==> src/rtl/wll_pkg.sv <==
// Package for the wear-leveled count log: sizes, payload structs, codes and states.
// Depends on nothing; wear_leveled_count_log and wll_ctrl import it.
`default_nettype none

package wll_pkg;

  localparam int SLOTS  = 100;
  localparam int ADDR_W = $clog2(SLOTS);
  localparam int SLOT_W = $clog2(SLOTS + 1);
  localparam int CNT_W  = 16;
  localparam int NEXT_W = 7;

  localparam logic signed [CNT_W-1:0] EMPTY_MARK = 16'sd999;

  typedef enum logic [1:0] {
    KIND_STORE   = 2'd0,
    KIND_RECOVER = 2'd1,
    KIND_ERASE   = 2'd2,
    KIND_NOP     = 2'd3
  } kind_t;

  typedef enum logic [1:0] {
    ST_IDLE,
    ST_SCAN,
    ST_DONE
  } state_t;

  typedef struct packed {
    kind_t                   kind;
    logic signed [CNT_W-1:0] value;
  } req_t;

  typedef struct packed {
    logic signed [CNT_W-1:0] count;
    logic [NEXT_W-1:0]       next_slot;
    logic                    wrapped;
  } rsp_t;

  typedef struct packed {
    logic              busy;
    logic [SLOT_W-1:0] write_slot;
  } stat_t;

  function automatic logic [NEXT_W-1:0] slot_to_next(input logic [SLOT_W-1:0] slot);
    logic [31:0] wide;
    wide = 32'(slot);
    return wide[NEXT_W-1:0];
  endfunction

endpackage

`default_nettype wire

==> src/rtl/wear_leveled_count_log.sv <==
// Top level of the wear-leveled count log: ring RAM, sequencer and result register.
// Depends on wll_pkg, wll_ram and wll_ctrl.
`default_nettype none

// Append-only log of signed 16-bit counts kept in a ring of SLOTS RAM slots.
// kind store writes the value at the next slot (erasing the ring first when it
// is full, flagged by wrapped), recover scans from slot 0 for the first empty
// slot (an entry at or above 999, or one never written since erase) and returns
// the entry before it, erase empties the ring; each command gives one result.
// Store, erase and the unused kind go straight to the done state; recover
// scans, reading one slot per cycle through the single RAM read port.
// Per-slot valid bits are cleared at once by reset and by erase, so no
// clearing pass runs. A result waits in the output register while the next
// command is taken.
module wear_leveled_count_log
  import wll_pkg::*;
(
  input  wire logic clk,
  input  wire logic rst,
  input  wire logic req_valid,
  output      logic req_ready,
  input  wire req_t req,
  output      logic rsp_valid,
  input  wire logic rsp_ready,
  output      rsp_t rsp
);

  logic              res_valid;
  logic              res_ready;
  rsp_t              res;
  stat_t             stat;
  logic              ram_we;
  logic [ADDR_W-1:0] ram_waddr;
  logic [CNT_W-1:0]  ram_wdata;
  logic [ADDR_W-1:0] ram_raddr;
  logic [CNT_W-1:0]  ram_rdata;

  wll_ram #(
    .WIDTH(CNT_W),
    .DEPTH(SLOTS)
  ) u_ram (
    .clk  (clk),
    .we   (ram_we),
    .waddr(ram_waddr),
    .wdata(ram_wdata),
    .raddr(ram_raddr),
    .rdata(ram_rdata)
  );

  wll_ctrl u_ctrl (
    .clk      (clk),
    .rst      (rst),
    .req_valid(req_valid),
    .req_ready(req_ready),
    .req      (req),
    .res_valid(res_valid),
    .res_ready(res_ready),
    .res      (res),
    .stat     (stat),
    .ram_we   (ram_we),
    .ram_waddr(ram_waddr),
    .ram_wdata(ram_wdata),
    .ram_raddr(ram_raddr),
    .ram_rdata(ram_rdata)
  );

  assign res_ready = !rsp_valid || rsp_ready;

  always_ff @(posedge clk) begin
    if (rst) begin
      rsp_valid <= 1'b0;
    end else if (res_valid && res_ready) begin
      rsp_valid <= 1'b1;
    end else if (rsp_ready) begin
      rsp_valid <= 1'b0;
    end
  end

  always_ff @(posedge clk) begin
    if (res_valid && res_ready) begin
      rsp <= res;
    end
  end

  a_no_accept_while_result: assert property (@(posedge clk) disable iff (rst)
    res_valid |-> !req_ready)
    else $error("command accepted while a result is pending");

  a_quick_result: assert property (@(posedge clk) disable iff (rst)
    (req_valid && req_ready && (req.kind != KIND_RECOVER)) |=> res_valid)
    else $error("non-scan command gave no result in one cycle");

  a_slot_range: assert property (@(posedge clk) disable iff (rst)
    stat.write_slot <= SLOT_W'(SLOTS))
    else $error("write slot beyond ring");

  a_wrap_slot: assert property (@(posedge clk) disable iff (rst)
    (res_valid && res.wrapped) |-> (res.next_slot == NEXT_W'(1)))
    else $error("wrapped store did not land at slot 0");

  a_ready_when_idle: assert property (@(posedge clk) disable iff (rst)
    req_ready |-> !stat.busy)
    else $error("command offered while the sequencer is busy");

endmodule

`default_nettype wire

==> src/rtl/wll_ram.sv <==
// Generic single-clock RAM: one write port, one read port, registered read data.
// No dependencies.
`default_nettype none

module wll_ram #(
  parameter int WIDTH = 16,
  parameter int DEPTH = 100
) (
  input  wire logic                     clk,
  input  wire logic                     we,
  input  wire logic [$clog2(DEPTH)-1:0] waddr,
  input  wire logic [WIDTH-1:0]         wdata,
  input  wire logic [$clog2(DEPTH)-1:0] raddr,
  output      logic [WIDTH-1:0]         rdata
);

  logic [WIDTH-1:0] mem [DEPTH];

  always_ff @(posedge clk) begin
    if (we) begin
      mem[waddr] <= wdata;
    end
    rdata <= mem[raddr];
  end

endmodule

`default_nettype wire

==> src/rtl/wll_ctrl.sv <==
// Sequencer of the count log: slot valid bits, write slot, recover scan over the RAM.
// Depends on wll_pkg; drives one wll_ram instance through its port signals.
`default_nettype none

module wll_ctrl
  import wll_pkg::*;
(
  input  wire logic              clk,
  input  wire logic              rst,
  input  wire logic              req_valid,
  output      logic              req_ready,
  input  wire req_t              req,
  output      logic              res_valid,
  input  wire logic              res_ready,
  output      rsp_t              res,
  output      stat_t             stat,
  output      logic              ram_we,
  output      logic [ADDR_W-1:0] ram_waddr,
  output      logic [CNT_W-1:0]  ram_wdata,
  output      logic [ADDR_W-1:0] ram_raddr,
  input  wire logic [CNT_W-1:0]  ram_rdata
);

  state_t                  state, state_next;
  logic [SLOTS-1:0]        vld, vld_next;
  logic [SLOT_W-1:0]       ws, ws_next;
  logic signed [CNT_W-1:0] last_count, last_count_next;
  logic [ADDR_W-1:0]       ra, ra_next;
  logic                    ra_live, ra_live_next;
  logic                    pend, pend_next;
  logic [ADDR_W-1:0]       idx_q, idx_q_next;
  logic                    vld_q, vld_q_next;
  logic signed [CNT_W-1:0] prev, prev_next;
  rsp_t                    res_next;
  logic                    empty;
  logic                    wrap;
  logic signed [CNT_W-1:0] cnt;

  always_ff @(posedge clk) begin
    if (rst) begin
      state      <= ST_IDLE;
      vld        <= '0;
      ws         <= '0;
      last_count <= '0;
      ra_live    <= 1'b0;
      pend       <= 1'b0;
    end else begin
      state      <= state_next;
      vld        <= vld_next;
      ws         <= ws_next;
      last_count <= last_count_next;
      ra_live    <= ra_live_next;
      pend       <= pend_next;
    end
  end

  always_ff @(posedge clk) begin
    ra    <= ra_next;
    idx_q <= idx_q_next;
    vld_q <= vld_q_next;
    prev  <= prev_next;
    res   <= res_next;
  end

  always_comb begin
    state_next      = state;
    vld_next        = vld;
    ws_next         = ws;
    last_count_next = last_count;
    ra_next         = ra;
    ra_live_next    = ra_live;
    pend_next       = pend;
    idx_q_next      = idx_q;
    vld_q_next      = vld_q;
    prev_next       = prev;
    res_next        = res;
    req_ready       = 1'b0;
    res_valid       = 1'b0;
    ram_we          = 1'b0;
    ram_waddr       = ws[ADDR_W-1:0];
    ram_wdata       = req.value;
    ram_raddr       = ra;
    empty           = !vld_q || ($signed(ram_rdata) >= EMPTY_MARK);
    wrap            = (ws >= SLOT_W'(SLOTS));
    cnt             = '0;

    unique case (state)
      ST_IDLE: begin
        req_ready = 1'b1;
        if (req_valid) begin
          unique case (req.kind)
            KIND_STORE: begin
              ram_we = 1'b1;
              if (wrap) begin
                ram_waddr   = '0;
                vld_next    = '0;
                vld_next[0] = 1'b1;
                ws_next     = SLOT_W'(1);
              end else begin
                vld_next[ws[ADDR_W-1:0]] = 1'b1;
                ws_next                  = ws + SLOT_W'(1);
              end
              res_next.count     = req.value;
              res_next.next_slot = slot_to_next(ws_next);
              res_next.wrapped   = wrap;
              state_next         = ST_DONE;
            end
            KIND_RECOVER: begin
              ra_next      = '0;
              ra_live_next = 1'b1;
              pend_next    = 1'b0;
              state_next   = ST_SCAN;
            end
            KIND_ERASE: begin
              vld_next           = '0;
              ws_next            = '0;
              res_next.count     = '0;
              res_next.next_slot = '0;
              res_next.wrapped   = 1'b0;
              state_next         = ST_DONE;
            end
            default: begin
              res_next.count     = last_count;
              res_next.next_slot = slot_to_next(ws);
              res_next.wrapped   = 1'b0;
              state_next         = ST_DONE;
            end
          endcase
        end
      end
      ST_SCAN: begin
        if (pend && empty) begin
          cnt                = (idx_q == '0) ? '0 : prev;
          ws_next            = SLOT_W'(idx_q);
          last_count_next    = cnt;
          res_next.count     = cnt;
          res_next.next_slot = slot_to_next(ws_next);
          res_next.wrapped   = 1'b0;
          pend_next          = 1'b0;
          ra_live_next       = 1'b0;
          state_next         = ST_DONE;
        end else if (pend && (idx_q == ADDR_W'(SLOTS - 1))) begin
          cnt                = $signed(ram_rdata);
          ws_next            = SLOT_W'(SLOTS);
          last_count_next    = cnt;
          res_next.count     = cnt;
          res_next.next_slot = slot_to_next(ws_next);
          res_next.wrapped   = 1'b0;
          pend_next          = 1'b0;
          ra_live_next       = 1'b0;
          state_next         = ST_DONE;
        end else begin
          if (pend) begin
            prev_next = $signed(ram_rdata);
          end
          pend_next  = ra_live;
          idx_q_next = ra;
          vld_q_next = vld[ra];
          if (ra == ADDR_W'(SLOTS - 1)) begin
            ra_live_next = 1'b0;
          end else begin
            ra_next = ra + ADDR_W'(1);
          end
        end
      end
      ST_DONE: begin
        res_valid = 1'b1;
        if (res_ready) begin
          state_next = ST_IDLE;
        end
      end
      default: begin
        state_next = ST_IDLE;
      end
    endcase
  end

  assign stat.busy       = (state != ST_IDLE);
  assign stat.write_slot = ws;

endmodule

`default_nettype wire

==> config.mk <==
export PLATFORM = sky130hd
export DESIGN_NAME = wear_leveled_count_log
export DESIGN_NICKNAME = d
export VERILOG_FILES = /design/src/rtl/wll_pkg.sv /design/src/rtl/wear_leveled_count_log.sv /design/src/rtl/wll_ram.sv /design/src/rtl/wll_ctrl.sv
export SDC_FILE = /design/constraint.sdc
export NUM_CORES = 2
export LEC_CHECK = 0
export ABC_CLOCK_PERIOD_IN_PS = 3200
export BUFFER_PORTS_ARGS = -buffer_cell sky130_fd_sc_hd__buf_4
export CAP_MARGIN = 10
export CELL_PAD_IN_SITES_DETAIL_PLACEMENT = 1
export CELL_PAD_IN_SITES_GLOBAL_PLACEMENT = 1
export CORE_UTILIZATION = 50
export CTS_CLUSTER_SIZE = 10
export DETAILED_ROUTE_END_ITERATION = 7
export PLACE_DENSITY_LB_ADDON = 0.1
export SYNTH_ARGS = -nofsm -noshare
export SYNTH_HDL_FRONTEND = slang
export SYNTH_SLANG_ARGS = --single-unit
==> constraint.sdc <==
create_clock -name clk -period 3.2 [get_ports clk]
set_clock_uncertainty 0.2 [all_clocks]
set_input_delay 0.32 -clock clk [delete_from_list [all_inputs] [get_ports clk]]
set_output_delay 0.32 -clock clk [all_outputs]
set_load 0.1 [all_outputs]
Word-level counts from Yosys, hierarchy flattened

Memory sizes are Yosys's and may differ from the RTL's. A register that Yosys moved wholly into a read port is not among the register bits.
Index checks and enable logic that the tools add are counted.

Add/sub/neg operators: 2
Multiply operators: 0
Divide/modulo/power cells: 0
Magnitude comparators: 5
Eq/ne operators: 16
Shifts and indexed selects: 0
Mux-type cells: 56
Bitwise logic cells: 3
Reduce and logical (&&, ||, !) cells: 25

Operator list:

| operator                                                    | count |
|---|---|
| case mux 100 bit (2 select lines)                           | 1 |
| 2-to-1 mux 100 bit                                          | 1 |
| bitwise OR 100 bit                                          | 1 |
| 2-to-1 mux 7 bit                                            | 13 |
| 2-to-1 mux 24 bit                                           | 3 |
| case mux 24 bit (3 select lines)                            | 1 |
| 2-to-1 mux 16 bit                                           | 3 |
| case mux 24 bit (2 select lines)                            | 1 |
| case mux 7 bit (2 select lines)                             | 3 |
| 2-to-1 mux 1 bit                                            | 20 |
| >= comparator 16 x 11 -> 1 bit (second input constant)      | 1 |
| less-than comparator 7 x 8 -> 1 bit (second input constant) | 2 |
| AND reduction 4 bit                                         | 4 |
| adder 7 x 1 -> 7 bit (second input constant)                | 2 |
| equality test 7 bit (second input constant)                 | 2 |
| != test 2 bit (second input constant)                       | 7 |
| AND reduction 3 bit                                         | 4 |
| 2-to-1 mux 2 bit                                            | 5 |
| nonzero test 2 bit                                          | 4 |
| binary-select mux 1 bit (select 7 bit)                      | 1 |
| demux 1 bit (select 7 bit)                                  | 1 |
| >= comparator 7 x 1 -> 1 bit (second input constant)        | 1 |
| >= comparator 7 bit (second input constant)                 | 1 |
| logical NOT 7 bit                                           | 1 |
| 14 further kinds                                            | 24 |

Register bits: 207
Latch bits: 0
RAM bits: 1600
ROM bits: 0
Input port bits: 22
Output and inout port bits: 26
Word-level logic and storage cells: 125
Memories: 1

Memory list:

| memory    | words | bits a word | rd ports | clocked after memory_dff | wr ports | line          | text |
|---|---|---|---|---|---|---|---|
| u_ram.mem | 100   | 16          | 1        | 1                        | 1        | wll_ram.sv:17 | `logic [WIDTH-1:0] mem [DEPTH];` |

Logic depth before layout (Yosys ltp)

Depth in word-level cells: 7
Mapped depth: 11
Gate-level depth less buffers: 7

Hierarchy

From an unflattened synthesis, not the netlist that was laid out.

Cells, all modules: 3499
Area total of the unflattened synthesis: 70550.2 um^2

Modules (own cells, without submodules):

| module                 | times used | cells each | area an instance (um^2) | sequential area each (um^2) |
|---|---|---|---|---|
| wll_ram                | 1          | 2669       | 61833.1                 | 48366.4 |
| wll_ctrl               | 1          | 801        | 7941.4                  | 4194.0 |
| wear_leveled_count_log | 1          | 29         | 775.7                   | 740.7 |

Worst setup path before layout

OpenSTA, ideal clock, no wires.

Path kind: register -> register
Start: register u_ctrl.state[1]
End: memory u_ram.mem[99][0] (enable)
Library setup time: 0.430 ns
Data arrival time: 2.730 ns
Data required time: 2.570 ns
Slack: -0.160 ns
Stages on the path, launching flop included: 5
Path buffers: 1
Period minus slack after synthesis: 3.360 ns
Cells stage by stage: dfxtp_1 nor3b_1 nand2_1 clkbuf_1 nor4_1

Cells in the longest elaborated chain, start to end: 4
Elaborated cells on any way between the ends: 5
Those cells by class: 4 x mux; 1 x reduce/logical

Ends and longest elaborated chain:

| what                                   | line           | text |
|---|---|---|
| start: declaration                     | wll_ctrl.sv:24 | `state_t state, state_next;` |
| start signal: assignment               | wll_ctrl.sv:48 | `state <= state_next;` |
| logical NOT 2 bit *                    | wll_ctrl.sv:87 | `unique case (state)` |
| 2-to-1 mux 1 bit                       | wll_ctrl.sv:87 |  |
| 2-to-1 mux 1 bit                       | wll_ram.sv:20  | `if (we) begin` |
| 2-to-1 mux 1 bit (not written as such) | wll_ram.sv:21  | `mem[waddr] <= wdata;` |
| end: declaration                       | wll_ram.sv:17  |  |

Mark *: on every way between the ends. The rest lies on a longest branch, timed or not.

==> flow_summary_export.csv <==
group,metric,value,unit
status,outcome,"finished clean",
logic_synthesis,netlist_area,70440,um^2
placement,place_area,76080,um^2
timing,clock.fmax,316.3,MHz
clock_network,clkSinkCount,1823,
power,power,49.89,mW
floorplan,rows,137,
final_layout,areaGrowthSynthToFinish,16.63,%
clock_network,path_clk_slew,0.06,ns
routing,drt-pass1-iter-count,6,
setup_path,crit_fanout,26,
final_layout,nets,4153,
final_layout,utilization,0.5880,
setup_path,r2r-start,"u_ctrl.ram_raddr[3]",
timing,min_period,3.162,ns
global_route,use_met1,0.4355,
global_route,grt_max_degree,85,
floorplan,initial_core_util,0.5042,
placement,place_congestion,0.9042,
timing,hold_viol,0,
timing,tightest_slew,1.177,ns
global_route,grt_pass1_wl,302600,um
global_route,grt-busiest-layer,"met2",
global_route,grt_pass1_vias,40322,
floorplan,die_w,377.3,um
logic_synthesis,ys_seq_elements,1823,
placement,place.detailed.hpwl,137300,um
min_path,whs_path_depth,1,
logic_synthesis,async_reset_ff_frac,0,
setup_path,r2r-end,"u_ram.rdata[2]",
routing,drt.antenna.violating_nets,0,
logic_synthesis,synth_edf_count,1679,
routing,drt-initial-drc-count,4960,
clock_network,clock_latency,0.84,ns
clock_network,htree_levels,4,
timing,fin_hold_ws,0.02827,ns
clock_network,cts_buffer_depth,3,
placement,io_buffers,47,
logic_synthesis,syn_nets,3657,
global_route,grt_usage,0.3045,
min_path,hp-class,"input port to flip-flop",
routing,viasPerCell,6.477,
power,seqPwrFrac,0.526,
routing,wl_per_cell,35.46,um
setup_path,rr_worst_depth,7,
power,p_per_area,607.2,nW/um^2
logic_synthesis,synthTopCellsByArea,"edfxtp_1 (72%), mux4_2 (11%), dfxtp_1 (4.1%)",
final_layout,fin_cells,6089,
logic_synthesis,yosysWarnings,0,
global_route,grt_use_met2,0.4763,
setup_path,crit_path_end_kind,"flip-flop",
logic_synthesis,yosysUniqueCellTypes,73,
final_layout,layout-drive-gt1-share,0.2708,
floorplan,core,139700,um^2
logic_synthesis,synth.top_cell.area_share,0.7158,
floorplan,ios,48,
routing,drc_errors,0,
floorplan,die_height,377.3,um
setup_path,worstSetupPathType,"flip-flop to flip-flop",
power,pwr-share-comb,0.060,
power,p_clk_frac,0.414,
timing,rsz0062_at_grt,"false",
final_layout,final_area,82150,um^2
timing,relSlewSlack,0.2155,
logic_synthesis,synth_most_common_cell,"edfxtp_1",
min_path,holdPathEnd,"u_ram.mem[25][3]",
run,max_cap_viol_count,0,
global_route,grt_use_met3,0.05313,
setup_path,cp.required,3.77,ns
global_route,grt_overflow_total,0,
setup_path,arrival,3.73,ns
logic_synthesis,ys_seq_area_frac,0.7567,
routing,vias,39438,
logic_synthesis,yosys.area.top_type,"edfxtp_1",
setup_path,setup.worst_path.start_class,"flip-flop",
placement,numPlacedInstances,5771,
clock_network,cts_tree,"built",
power,switchingPower,11.13,mW
timing,setup_viol,0,
setup_path,reg2reg_slack,0.04,ns
power,cellLeakagePower,26.78,nW
logic_synthesis,avgSynthCellArea,19.39,um^2
timing,final.period_utilization,0.9880,
power,p_int,38.76,mW
power,ir_drop,0.0005067,V
timing,slew_viol_final,0,
logic_synthesis,synth_ff_type,"edfxtp_1",
clock_network,cts_root_buf,"clkbuf_16",
power,swShare,0.2230,
logic_synthesis,syn_inst,3633,
min_path,min_from,"req[3]",
floorplan,die_area,142400,um^2
logic_synthesis,synthTopCellsByCount,"edfxtp_1 (1679), mux4_2 (344), nor2_1 (230)",
routing,wirelength,215900,um
clock_network,cts_buffers,203,
global_route,antenna_found_initial,15,
## registers in the layout, summed over array words and instances, names as in the netlist, 2 cells and up
register and flops:
u_ram.rdata 16, u_ram.mem 1600, u_ctrl.ws 7, u_ctrl.res 24, rsp 24, u_ctrl.vld 100, u_ctrl.ram_raddr 7, u_ctrl.state 2
u_ctrl.idx_q 7, u_ctrl.last_count 16, u_ctrl.prev 16
## power groups by stage
stage	combinational (mW)	sequential [mW]	clock, mW
after floorplan	1.30	26.8	0
after global placement	2.84	26.7	0
after detailed placement	2.91	26.7	0
after CTS	2.96	26.2	21.0
after global routing	3.11	26.2	21.7
final	3.00	26.2	20.7
## metal layers
layer,routed length [um],vias up
met2,101400,1814
li1,-,15887
met5,27,-
met4,7273,4
met1,90610,21374
met3,16630,359
## cell families (layout without fill, tap and decap cells)
kind of cell / after synthesis / in the layout / synth area share
AO/OA/AOI/OAI: 532 / 532 / 0.05155
XOR/XNOR: 5 / 5 / 0.0006218
adder cells (fa/ha/maj): 2 / 2 / 0.0003552
buffers and inverters: 222 / 799 / 0.01801
flip-flops: 1823 / 1823 / 0.7567
multiplexers: 565 / 565 / 0.1417
other: 0 / 3 / 0
AND/OR/NAND/NOR: 484 / 484 / 0.03102
## cell usage in the layout, fill, tap and decap left out, drive strengths merged, types with 32 or more instances in the layout
cell type  instances
a211oi            32
mux2i            203
clkbuf           270
o21ai             56
mux4             344
a22oi             59
edfxtp          1679
a21oi            132
dfxtp            144
nor2             231
o21a              41
o22ai             64
o221ai            32
nand2             97
buf              479
## critical path: stages (launching register included)
cell and delay [ns]:
edfxtp_1 0.47, buf_4 0.37, nor2b_4 0.26, buf_12 0.29, a22oi_1 0.23, a2111oi_1 0.98, a21oi_1 0.18, o31ai_1 0.12
## cell type report
| class | instances | area [um^2] |
|---|---|---|
| fillers | 11990 | 57550 |
| flip-flops and latches | 1823 | 53300 |
| multi-input cells | 1588 | 16140 |
| clock buffers | 268 | 5365 |
| repair buffers | 506 | 4678 |
| well taps | 1876 | 2347 |
| clock inverters | 18 | 285.3 |
| inverters | 7 | 26.28 |
| diodes | 3 | 7.507 |
## how the worst max path moves through the flow
stage	endpoint	slack, ns	start	cells after the start
floorplan	u_ctrl.res[0]	0.10	u_ram.rdata[7]	7
global placement	u_ram.rdata[12]	-0.28	u_ctrl.ram_raddr[0]	10
detailed placement	u_ram.rdata[12]	-0.33	u_ctrl.ram_raddr[0]	10
CTS	u_ram.rdata[12]	-0.05	u_ctrl.ram_raddr[0]	10
global route	u_ram.rdata[0]	0.009	u_ctrl.ram_raddr[1]	11
finish	u_ram.rdata[2]	0.04	u_ctrl.ram_raddr[3]	7
## per-stage QoR
stage / setup WS (ns) / TNS [ns]
global route: 0.008557 / 0
CTS: -0.04963 / -0.04963
detailed placement: -0.3280 / -1.009
global placement: -0.2785 / -0.8074
finish: 0.03842 / 0
floorplan: 0.1019 / 0
## timing repair
action	4_1_cts	5_1_grt
cloned	0	2
hold buffers	25	0
endpoints found under the hold margin	750	0
pin swaps	1	1
buffers inserted	0	2
gates resized for setup	16	11
setup endpoints to repair	7	14
No activity file was read; power rests on OpenSTA's default activity.
